`src/rtl/rcid_pkg.sv`:
```
// Shared definitions for the reference-counted id allocator.
// Holds the command and status codes used on the stream ports.
// No dependencies.
package rcid_pkg;

    localparam logic CMD_ACQUIRE = 1'b0;
    localparam logic CMD_RELEASE = 1'b1;

    localparam int STATUS_BITS = 3;
    typedef logic [STATUS_BITS-1:0] status_t;

    localparam status_t ST_NEW      = 3'd0;
    localparam status_t ST_EXISTING = 3'd1;
    localparam status_t ST_FREED    = 3'd2;
    localparam status_t ST_HELD     = 3'd3;
    localparam status_t ST_FULL     = 3'd4;
    localparam status_t ST_UNKNOWN  = 3'd5;
    localparam status_t ST_OVERFLOW = 3'd6;

    // Fixed widths of the result fields on the output stream.
    localparam int OUT_ID_BITS    = 6;
    localparam int OUT_COUNT_BITS = 16;

endpackage

```
`src/rtl/rcid_ram.sv`:
```
// Generic simple dual-port RAM: one write port, one read port with
// registered read data. No dependencies.
module rcid_ram #(
    parameter int WIDTH = 8,
    parameter int DEPTH = 64
) (
    input  logic                     clk,
    input  logic                     we,
    input  logic [$clog2(DEPTH)-1:0] waddr,
    input  logic [WIDTH-1:0]         wdata,
    input  logic [$clog2(DEPTH)-1:0] raddr,
    output logic [WIDTH-1:0]         rdata
);

    logic [WIDTH-1:0] mem [DEPTH];

    always_ff @(posedge clk) begin
        if (we) begin
            mem[waddr] <= wdata;
        end
        rdata <= mem[raddr];
    end

endmodule

```
`src/rtl/refcounted_id_allocator.sv`:
```
// Reference-counted id allocator: top level.
// Depends on rcid_pkg and rcid_ram.
//
// Usage:
//   Requests arrive on the s_ stream: s_tuser carries the command (acquire or
//   release) and s_tdata the requester handle. Every request gives exactly one
//   result transfer on the m_ stream: m_tuser carries the status and m_tdata
//   the assigned id and the reference count after the request.
//   A request walks the handle table one entry per cycle through a single
//   shared comparator, looking for the first valid entry holding the handle.
//   The walk stops at the first match, or after the last entry when nothing
//   matches, so an early match gives an earlier result. s_tready is high only
//   in idle and rises again as the result is presented, so the block takes a new
//   request only once the last one has reached the output register.
//   The result waits in an output register; if the receiver stalls, the next
//   request may still be accepted and is held back only at its final step
//   until the waiting result has been taken.
//   Reset (aresetn low, synchronous) empties the table and fills the free
//   stack so that ids 0, 1, 2 and so on are handed out first. No clearing
//   pass is needed; the block accepts requests as soon as reset is released.
module refcounted_id_allocator
    import rcid_pkg::*;
#(
    parameter int MAX_IDS     = 64,
    parameter int HANDLE_BITS = 32,
    parameter int COUNT_BITS  = 16
) (
    input  logic        aclk,
    input  logic        aresetn,
    input  logic        s_tvalid,
    output logic        s_tready,
    input  logic [31:0] s_tdata,   // [31:0] requester_handle
    input  logic [0:0]  s_tuser,   // [0] command
    output logic        m_tvalid,
    input  logic        m_tready,
    output logic [23:0] m_tdata,   // [5:0] assigned_id, [21:6] ref_count, [23:22] zero
    output logic [2:0]  m_tuser    // [2:0] status
);

    localparam int IDW = $clog2(MAX_IDS);
    localparam int FCW = $clog2(MAX_IDS + 1);
    localparam int HW  = (HANDLE_BITS > 32) ? 32 : HANDLE_BITS;
    localparam int CW  = COUNT_BITS;

    localparam logic [IDW-1:0] LAST_ID   = IDW'(MAX_IDS - 1);
    localparam logic [FCW-1:0] ALL_FREE  = FCW'(MAX_IDS);
    localparam logic [CW-1:0]  COUNT_MAX = {CW{1'b1}};

    localparam logic [1:0] S_IDLE   = 2'd0;
    localparam logic [1:0] S_SCAN   = 2'd1;
    localparam logic [1:0] S_DECIDE = 2'd2;
    localparam logic [1:0] S_OUT    = 2'd3;

    logic [1:0]         state_reg, state_next;
    logic               cmd_reg;
    logic [HW-1:0]      handle_reg;
    logic [IDW-1:0]     scan_idx_reg, scan_idx_next;
    logic               cmp_vld_reg, cmp_vld_next;
    logic [IDW-1:0]     cmp_idx_reg;
    logic               found_reg, found_next;
    logic [IDW-1:0]     hit_idx_reg, hit_idx_next;
    logic [CW-1:0]      hit_cnt_reg, hit_cnt_next;
    logic [MAX_IDS-1:0] valid_reg, valid_next;
    logic [FCW-1:0]     fc_reg, fc_next;
    // Lowest value the free count has reached; stack slots below it still
    // hold their reset contents and are never read from the RAM.
    logic [FCW-1:0]     low_mark_reg, low_mark_next;

    logic [IDW-1:0]     res_id_reg, res_id_next;
    status_t            res_status_reg, res_status_next;
    logic [CW-1:0]      res_cnt_reg, res_cnt_next;

    logic               out_vld_reg;
    logic [IDW-1:0]     out_id_reg;
    status_t            out_status_reg;
    logic [CW-1:0]      out_cnt_reg;

    logic [HW-1:0]      ram_handle_rd;
    logic [CW-1:0]      ram_count_rd;
    logic [IDW-1:0]     ram_stack_rd;

    logic               handle_we;
    logic               count_we;
    logic [IDW-1:0]     count_waddr;
    logic [CW-1:0]      count_wdata;
    logic               stack_we;

    logic [IDW-1:0]     top_slot;
    logic [IDW-1:0]     pop_id;
    logic               match;
    logic               accept;
    logic               out_free;
    logic               do_pop;
    logic [CW-1:0]      dec_cnt;

    assign accept   = s_tvalid && s_tready;
    assign s_tready = (state_reg == S_IDLE);
    assign out_free = !out_vld_reg || m_tready;

    assign top_slot = IDW'(fc_reg - FCW'(1));
    assign pop_id   = (FCW'(top_slot) < low_mark_reg) ? (LAST_ID - top_slot) : ram_stack_rd;
    assign match    = cmp_vld_reg && valid_reg[cmp_idx_reg] && (ram_handle_rd == handle_reg);
    assign do_pop   = (state_reg == S_DECIDE) && (cmd_reg == CMD_ACQUIRE) && !found_reg
                      && (fc_reg != '0);
    assign dec_cnt  = (hit_cnt_reg != '0) ? (hit_cnt_reg - CW'(1)) : hit_cnt_reg;

    rcid_ram #(.WIDTH(HW), .DEPTH(MAX_IDS)) u_handle_ram (
        .clk   (aclk),
        .we    (handle_we),
        .waddr (pop_id),
        .wdata (handle_reg),
        .raddr (scan_idx_reg),
        .rdata (ram_handle_rd)
    );

    rcid_ram #(.WIDTH(CW), .DEPTH(MAX_IDS)) u_count_ram (
        .clk   (aclk),
        .we    (count_we),
        .waddr (count_waddr),
        .wdata (count_wdata),
        .raddr (scan_idx_reg),
        .rdata (ram_count_rd)
    );

    rcid_ram #(.WIDTH(IDW), .DEPTH(MAX_IDS)) u_stack_ram (
        .clk   (aclk),
        .we    (stack_we),
        .waddr (IDW'(fc_reg)),
        .wdata (hit_idx_reg),
        .raddr (top_slot),
        .rdata (ram_stack_rd)
    );

    always_comb begin
        state_next      = state_reg;
        scan_idx_next   = scan_idx_reg;
        cmp_vld_next    = 1'b0;
        found_next      = found_reg;
        hit_idx_next    = hit_idx_reg;
        hit_cnt_next    = hit_cnt_reg;
        valid_next      = valid_reg;
        fc_next         = fc_reg;
        low_mark_next   = low_mark_reg;
        res_id_next     = res_id_reg;
        res_status_next = res_status_reg;
        res_cnt_next    = res_cnt_reg;
        handle_we       = 1'b0;
        count_we        = 1'b0;
        count_waddr     = hit_idx_reg;
        count_wdata     = hit_cnt_reg;
        stack_we        = 1'b0;

        unique case (state_reg)
            S_IDLE: begin
                if (accept) begin
                    scan_idx_next = '0;
                    found_next    = 1'b0;
                    state_next    = S_SCAN;
                end
            end
            S_SCAN: begin
                // Read data is registered and lags its address into the next cycle.
                cmp_vld_next = 1'b1;
                if (scan_idx_reg != LAST_ID) begin
                    scan_idx_next = scan_idx_reg + IDW'(1);
                end
                if (match) begin
                    found_next   = 1'b1;
                    hit_idx_next = cmp_idx_reg;
                    hit_cnt_next = ram_count_rd;
                    cmp_vld_next = 1'b0;
                    state_next   = S_DECIDE;
                end else if (cmp_vld_reg && cmp_idx_reg == LAST_ID) begin
                    cmp_vld_next = 1'b0;
                    state_next   = S_DECIDE;
                end
            end
            S_DECIDE: begin
                state_next   = S_OUT;
                res_id_next  = '0;
                res_cnt_next = '0;
                if (cmd_reg == CMD_ACQUIRE) begin
                    if (found_reg) begin
                        if (hit_cnt_reg == COUNT_MAX) begin
                            res_status_next = ST_OVERFLOW;
                            res_cnt_next    = hit_cnt_reg;
                        end else begin
                            count_we        = 1'b1;
                            count_wdata     = hit_cnt_reg + CW'(1);
                            res_status_next = ST_EXISTING;
                            res_id_next     = hit_idx_reg;
                            res_cnt_next    = hit_cnt_reg + CW'(1);
                        end
                    end else if (fc_reg == '0) begin
                        res_status_next = ST_FULL;
                    end else begin
                        handle_we           = 1'b1;
                        count_we            = 1'b1;
                        count_waddr         = pop_id;
                        count_wdata         = CW'(1);
                        valid_next[pop_id]  = 1'b1;
                        fc_next             = fc_reg - FCW'(1);
                        if (fc_reg - FCW'(1) < low_mark_reg) begin
                            low_mark_next = fc_reg - FCW'(1);
                        end
                        res_status_next = ST_NEW;
                        res_id_next     = pop_id;
                        res_cnt_next    = CW'(1);
                    end
                end else begin
                    if (!found_reg) begin
                        res_status_next = ST_UNKNOWN;
                    end else begin
                        count_we     = 1'b1;
                        count_wdata  = dec_cnt;
                        res_id_next  = hit_idx_reg;
                        res_cnt_next = dec_cnt;
                        if (dec_cnt == '0) begin
                            valid_next[hit_idx_reg] = 1'b0;
                            if (fc_reg < ALL_FREE) begin
                                stack_we = 1'b1;
                                fc_next  = fc_reg + FCW'(1);
                            end
                            res_status_next = ST_FREED;
                        end else begin
                            res_status_next = ST_HELD;
                        end
                    end
                end
            end
            S_OUT: begin
                if (out_free) begin
                    state_next = S_IDLE;
                end
            end
            default: state_next = S_IDLE;
        endcase
    end

    always_ff @(posedge aclk) begin
        if (!aresetn) begin
            state_reg    <= S_IDLE;
            cmp_vld_reg  <= 1'b0;
            valid_reg    <= '0;
            fc_reg       <= ALL_FREE;
            low_mark_reg <= ALL_FREE;
            out_vld_reg  <= 1'b0;
        end else begin
            state_reg    <= state_next;
            cmp_vld_reg  <= cmp_vld_next;
            valid_reg    <= valid_next;
            fc_reg       <= fc_next;
            low_mark_reg <= low_mark_next;
            if (state_reg == S_OUT && out_free) begin
                out_vld_reg <= 1'b1;
            end else if (m_tready) begin
                out_vld_reg <= 1'b0;
            end
        end
    end

    always_ff @(posedge aclk) begin
        if (accept) begin
            cmd_reg    <= s_tuser[0];
            handle_reg <= HW'(s_tdata);
        end
        scan_idx_reg   <= scan_idx_next;
        cmp_idx_reg    <= scan_idx_reg;
        found_reg      <= found_next;
        hit_idx_reg    <= hit_idx_next;
        hit_cnt_reg    <= hit_cnt_next;
        res_id_reg     <= res_id_next;
        res_status_reg <= res_status_next;
        res_cnt_reg    <= res_cnt_next;
        if (state_reg == S_OUT && out_free) begin
            out_id_reg     <= res_id_reg;
            out_status_reg <= res_status_reg;
            out_cnt_reg    <= res_cnt_reg;
        end
    end

    assign m_tvalid = out_vld_reg;
    assign m_tuser  = out_status_reg;
    assign m_tdata  = {2'b00, OUT_COUNT_BITS'(out_cnt_reg), OUT_ID_BITS'(out_id_reg)};

    // Every id is either on the free stack or owned by exactly one valid entry.
    a_ids_conserved: assert property (@(posedge aclk) disable iff (!aresetn)
        ($countones(valid_reg) + int'(fc_reg)) == MAX_IDS)
        else $error("valid entries and free count do not add up to the id range");

    a_free_count_range: assert property (@(posedge aclk) disable iff (!aresetn)
        (fc_reg <= ALL_FREE) && (low_mark_reg <= fc_reg))
        else $error("free count or low mark out of range");

    // An id taken from the free stack must not already be in use.
    a_pop_unused: assert property (@(posedge aclk) disable iff (!aresetn)
        do_pop |-> !valid_reg[pop_id])
        else $error("popped id is already owned by a valid entry");

    // A result is loaded only after a request has passed its decision step.
    a_result_follows_decide: assert property (@(posedge aclk) disable iff (!aresetn)
        (state_reg == S_OUT) |-> $past(state_reg == S_DECIDE) || $past(state_reg == S_OUT))
        else $error("output step entered without a decision");

endmodule

```
`config.mk`:
```
export PLATFORM = sky130hd
export DESIGN_NAME = refcounted_id_allocator
export DESIGN_NICKNAME = d
export VERILOG_FILES = /design/src/rtl/rcid_pkg.sv /design/src/rtl/rcid_ram.sv /design/src/rtl/refcounted_id_allocator.sv
export SDC_FILE = /design/constraint.sdc
export NUM_CORES = 2
export LEC_CHECK = 0
export BUFFER_PORTS_ARGS = -buffer_cell sky130_fd_sc_hd__buf_2
export CAP_MARGIN = 30
export CORE_MARGIN = 10
export CORE_UTILIZATION = 60
export DETAILED_ROUTE_END_ITERATION = 8
export PLACE_DENSITY_LB_ADDON = 0.1
export SETUP_SLACK_MARGIN = 0.4
export SLEW_MARGIN = 20
export SYNTH_ARGS = -nofsm -noshare
export SYNTH_HDL_FRONTEND = slang
export SYNTH_SLANG_ARGS = --single-unit
```
`constraint.sdc`:
```
create_clock -name aclk -period 9.09 [get_ports aclk]
set_input_delay 0.909 -clock aclk [delete_from_list [all_inputs] [get_ports aclk]]
set_output_delay 0.909 -clock aclk [all_outputs]
set_load 0.01 [all_outputs]
```
==> After elaboration in Yosys (flattened, before gate mapping) <==
Memories as Yosys holds them, arrays and structs flattened. A register that Yosys moved wholly into a read port is not among the register bits.
Cells that the tools add are included.
{ "classes": {"magnitude_cmp": 8, "add_sub_neg": 6, "n_reduce_logical": 23, "n_eq_ne": 17, "muxes": 78, "n_bitwise": 8} }
{ "op_table": {"columns": ["op", "n"], "rows": [
  ["$mux 64", 5],
  ["$mux 16", 10],
  ["$mux 6", 12],
  ["$and 64x64->64", 1],
  ["$not 64->64", 1],
  ["$or 64x64->64", 1],
  ["$mux 7", 6],
  ["$eq 32x32->1", 1],
  ["$mux 1", 30],
  ["$lt 6x7->1 const B", 3],
  ["$add 16x1->16 const B", 1],
  ["$eq 16x16->1 const B", 1],
  ["$logic_not 16->1", 1],
  ["$reduce_bool 16->1", 1],
  ["$sub 16x1->16 const B", 1],
  ["$mux 3", 5],
  ["$demux 1 s6", 2],
  ["$ge 6x1->1 const B", 2],
  ["$pmux 6 s2", 1],
  ["$ne 2x2->1 const B", 5],
  ["$reduce_and 5->1", 2],
  ["$reduce_and 3->1", 3],
  ["$mux 2", 4],
  ["$ne 2x1->1 const B", 4],
  ["25 further kinds", 37]
]} }
{ "word_totals": {"mem_count": 3, "elab_cells": 162, "mem_bits_rw": 3456, "inputBits": 37, "reg_bits": 200, "output_inout_bits": 29} }
{ "mem_list": {"columns": ["name", "words", "width", "read_ports", "rd_clocked_by_memory_dff", "wr", "line", "text"], "rows": [
  ["u_handle_ram.mem", 64, 32, 1, 1, 1, "rcid_ram.sv:15", "logic [WIDTH-1:0] mem [DEPTH];"],
  ["u_count_ram.mem", 64, 16, 1, 1, 1, "rcid_ram.sv:15", null],
  ["u_stack_ram.mem", 64, 6, 1, 1, 1, "rcid_ram.sv:15", null]
]} }

==> Depth between registers and ports, before layout <==
{ "logic_depth": {"word_depth": 11, "ltp_mapped": 19} }

==> Hierarchy <==
Synthesis repeated with hierarchy kept, for this count alone.
{ "unflattened": {"hier_cells": 6820, "area_unflattened_um2": 143667.8} }
{ "by_module_without_submodules": {"columns": ["module", "area_per_inst_um2", "cells_per_inst", "instances", "seq_area_each_um2"], "rows": [
  ["rcid_ram at u_handle_ram", 78515.3, 3324, 1, 62139.6],
  ["rcid_ram at u_count_ram", 40024.6, 1831, 1, 31069.8],
  ["rcid_ram at u_stack_ram", 15225.9, 720, 1, 11651.2],
  ["refcounted_id_allocator", 9902.0, 945, 1, 5124.9]
]} }

==> Least setup slack after synthesis <==
No wires, ideal clock.
{ "synth_timing": {"path_kind": "flip-flop to flip-flop", "startpoint": "register fc_reg[0]", "endpoint": "memory u_handle_ram.mem[26][0] (netlist name), enable pin", "n_path_buf": 6, "period_less_slack_ns": 6.688, "slack_ns": 2.402, "setup_time_ns": 0.423, "path_stages_with_launch": 18, "arrival_time_ns": 6.265, "cell_sequence": "dfxtp_1 buf_2 buf_1 clkinv_1 ha_1 xnor2_1 clkbuf_1 buf_1 inv_1 ha_1 o21ai_0 a21oi_1 nor2_1 clkbuf_1 a31oi_1 or3_1 clkbuf_1 nor2_1"} }
{ "synth_lines": {"columns": ["element", "line", "text"], "rows": [
  ["start, declared", "refcounted_id_allocator.sv:64", "logic [FCW-1:0] fc_reg, fc_next;"],
  ["start signal, assigned", "refcounted_id_allocator.sv:252", "fc_reg <= fc_next;"],
  ["$sub 7x1->7 (*)", null, null],
  ["via top_slot[0]", "refcounted_id_allocator.sv:88", "logic [IDW-1:0] top_slot;"],
  ["$sub 6x6->6 / $lt 6x7->1 (equally long branches)", "refcounted_id_allocator.sv:101", "assign pop_id = (FCW'(top_slot) < low_mark_reg) ? (LAST_ID - top_slot) : ram_stack_rd;"],
  ["$mux 6 (*)", "refcounted_id_allocator.sv:101", null],
  ["end, declared", "rcid_ram.sv:15", null]
]} }
Mark *: on every way through the listed nets, which the timed path passes. The rest lies on a longest branch.

==> Final worst setup path <==
{ "layout_timing": {"startpoint": "register fc_reg[0]", "endpoint": "memory u_count_ram.mem[2][2] (netlist name), enable pin"} }
{ "layout_between": {"elab_chain_len": 7} }
{ "layout_rtl": {"columns": ["element", "line", "text"], "rows": [
  ["$sub 7x1->7 (*)", null, null],
  ["via top_slot[0]", "refcounted_id_allocator.sv:88", null],
  ["$sub 6x6->6 / $lt 6x7->1 (equally long branches)", "refcounted_id_allocator.sv:101", null],
  ["$mux 6 (*)", "refcounted_id_allocator.sv:101", null],
  ["$mux 6 (*)", "refcounted_id_allocator.sv:194", "end else if (fc_reg == '0) begin"],
  ["$mux 6 (*)", "refcounted_id_allocator.sv:183", "if (found_reg) begin"],
  ["$mux 6 (*)", "refcounted_id_allocator.sv:182", "if (cmd_reg == CMD_ACQUIRE) begin"],
  ["$mux 6 (*)", "refcounted_id_allocator.sv:153", "unique case (state_reg)"],
  ["end, declared", "rcid_ram.sv:15", null]
]} }
Marked as above.

==> flow_summary.ini <==
[outcome]
status = completed

[die]
dieHeight_microns = 507.4
start_util_pct = 60.44
core-area_sq_mm = 0.2359
die_w_microns = 507.4
fp-row-count = 178
fp.dieArea_sq_mm = 0.2575
num_io_pins = 66

[timing]
setup_slack_ns = 2.648
tns_ns = 0
hold_slack_ns = 0.1088
skew_ns = 0.05817
post-route-min-period_ns = 6.442
timing.fmax_mhz = 155.2
setup_viol = 0
min_period_over_period_pct = 70.86
rsz0062_at_grt = no
maxSlewHeadroom_pct = 29.98
max_slew.worst_pin.slew_ns = 1.050
hold_violations = 0
final_max_slew_viol_count = 0

[layout]
largest_register_ffs = 2048
top_register = u_handle_ram.mem
nets = 6546
layout-drive-gt1-share_pct = 31.05
fill_cells = 14170
top_regs = u_handle_ram.mem x2048, u_count_ram.mem x1024, u_stack_ram.mem x384
area_delta_synth_final_pct = 12.90

[worst_setup_path]
crit_family = simple AND/OR/NAND/NOR gates
critPathLaunchType = flop
crit_buf_inv = 4
crit_type = flop to flop
crit_fanout = 54
max_stage_delay_ns = 0.94
worst-endpoint-arrival_ns = 7.11
crit_chain = clkinv_1 -> ha_4 -> inv_1 -> ha_1 -> a21boi_0 -> o21ai_0 -> a21oi_1 -> nor2_1 -> buf_4 -> mux2_2 -> a21boi_0 -> nand3_1 -> nor2_1 -> buf_4
cp_slowest_cell = ha_4
cp.required_ns = 9.75
crit_path_end_kind = flop

[place]
dpl.hpwl_microns = 215700
io_buffers = 63
gp_congestion = 0.8772
preCtsSetupSlack_ns = 2.666

[global_route]
use_met2_pct = 40.09
grt_max_degree = 146
grt_use_total_pct = 27.21
use_met1_pct = 42.96
grt_pass1_wl_microns = 503500
grt_pass1_vias = 66519
antenna_found_initial = 34
grt_overflow_total = 0
grtUsageMet3_pct = 5.383
busiest_layer = met1

[cts]
hold_buffers = 0
clkTransAtPathRegs_ns = 0.06
cts.sinks = 3710
cts_setup_buffers = 0
max-clock-path-buffers = 4
cts_root_buffer = clkbuf_16
cts_made_buffers = 377
clk_latency_ns = 0.98
cts_resized = 0
cts_tree = yes
htree_levels = 5

[synthesis]
synth_top_family_by_area = multiplexers
yosysWarnings = 0
synth_area_sq_mm = 0.1426
postSynthAreaPerCell_sq_um = 23.29
ys_types = 72
synthTopCellsByCount = edfxtp_1 (3568), mux4_2 (1144), nor2_1 (250)
synth_top_cell_by_area = edfxtp_1
yosysSeqAreaShare_pct = 77.15
synth_cells = 6121
synth_edf_count = 3568
yosys.area_share.simple_pct = 1.784
ys_seq_elements = 3710
synth.area.mux_share_pct = 18.26
synth_top_area_share_pct = 75.16
synthMostInstantiatedCell = edfxtp_1
synth_area_leaders = edfxtp_1 (75%), mux4_2 (18%), dfxtp_1 (2.0%)
synthXorXnorAreaFrac_pct = 0.3502
synth-compound-area-share_pct = 1.290
synthAdderAreaFrac_pct = 0.1492
yosys_most_used_dff = edfxtp_1
synthArstFlopShare_pct = 0

[routing]
vias = 68097
wl_microns = 350400
drt.antenna.violating_nets = 0
first_pass_iters = 6
wire_per_inst_microns = 35.29
drc = 0
viasPerCell = 6.859
drt_iter0_drc = 10705

[power_and_ir_drop]
p_per_area_mw_per_mm2 = 298.0
p_total_mw = 47.96
ir_worst_vdd_v = 0.0002554
leakagePower_nw = 49.52

[run]
maxCapViolCount = 0

[hold_path]
hp-class = input port to flop
worst paths after layout:
check / startpoint / end / slack [ns] / cells after the start
min: s_tdata[31] / handle_reg[31] / 0.11 / 1
max reg2reg: fc_reg[0] / u_count_ram.mem[2][2] / 2.65 / 14
min reg2reg: u_count_ram.rdata[8] / hit_cnt_reg[8] / 0.40 / 0
max: fc_reg[0] / u_count_ram.mem[2][2] / 2.65 / 14
final cells by class:
class	count	area, sq um	area share, %
Sequential cell	3710	110000	68.34
Multi-Input combinational cell	2040	31760	19.74
Clock buffer	475	10090	6.267
Tap cell	3150	3941	2.449
Timing Repair Buffer	332	3356	2.085
Clock inverter	178	1660	1.032
Inverter	31	116.4	0.07230
Antenna cell	12	30.03	0.01866
worst register-to-register path: stages (launching register included):
cell,delay [ns]
dfxtp_4,0.52
clkinv_1,0.40
ha_4,0.94
inv_1,0.25
ha_1,0.33
a21boi_0,0.13
o21ai_0,0.28
a21oi_1,0.15
nor2_1,0.18
buf_4,0.25
mux2_2,0.39
a21boi_0,0.79
nand3_1,0.53
nor2_1,0.74
buf_4,0.30
per-stage QoR:
stage                     utilization [%]  cell area [sq um]  std cells
after CTS                           68.10             160600       9902
final                               68.24             160900       9928
after detailed placement            63.12             148900       9249
after floorplan                         -             142600       6122
after global placement              62.68             147800       9201
after global routing                68.23             160900       9919
kinds of logic (layout without fill, tap and decap cells):
kind of cell,after synthesis,count (layout)
xor+xnor,57,57
flops,3710,3710
buf+inv,372,1016
compound gates,279,279
simple gates,515,515
other cells,1,14
fa+ha+maj,17,17
mux,1170,1170
power breakdown:
group / total [mW] / internal [mW] / switching (mW) / leakage (nW)
logic: 13.0 / 5.28 / 7.71 / 10.5
registers: 20.1 / 19.8 / 0.250 / 33.3
clock network: 14.9 / 8.69 / 6.21 / 5.76
total: 48.0 / 33.8 / 14.2 / 49.5
routing by layer:
metal	vias to the layer above	part of all wire, %
li1	26897	-
met1	36448	40
met2	4195	46
met3	541	11
met4	16	2.4
met5	-	0.031
cell usage in the layout, fill, tap and decap left out, drive strengths merged, types with 6 or more instances in the layout:
cell and instances:
edfxtp 3568, mux4 1144, clkbuf 475, buf 332, nor2 251, dfxtp 142, clkinv 133, o21ai 75
o21a 57, nand2 54, nand3 49, a21oi 41, inv 40, xor2 38, o211ai 38, bufinv 31
or3 21, mux2i 21, nand4 20, nor3 19, xnor2 19, ha 17, and2 16, nor4 16
a211oi 15, nor2b 15, nand2b 13, diode 12, a31oi 8, or2 8, a21o 8, a22o 7
nand4b 7, o31ai 6, and3 6, or4 6
(Power assumes the default switching activity.)
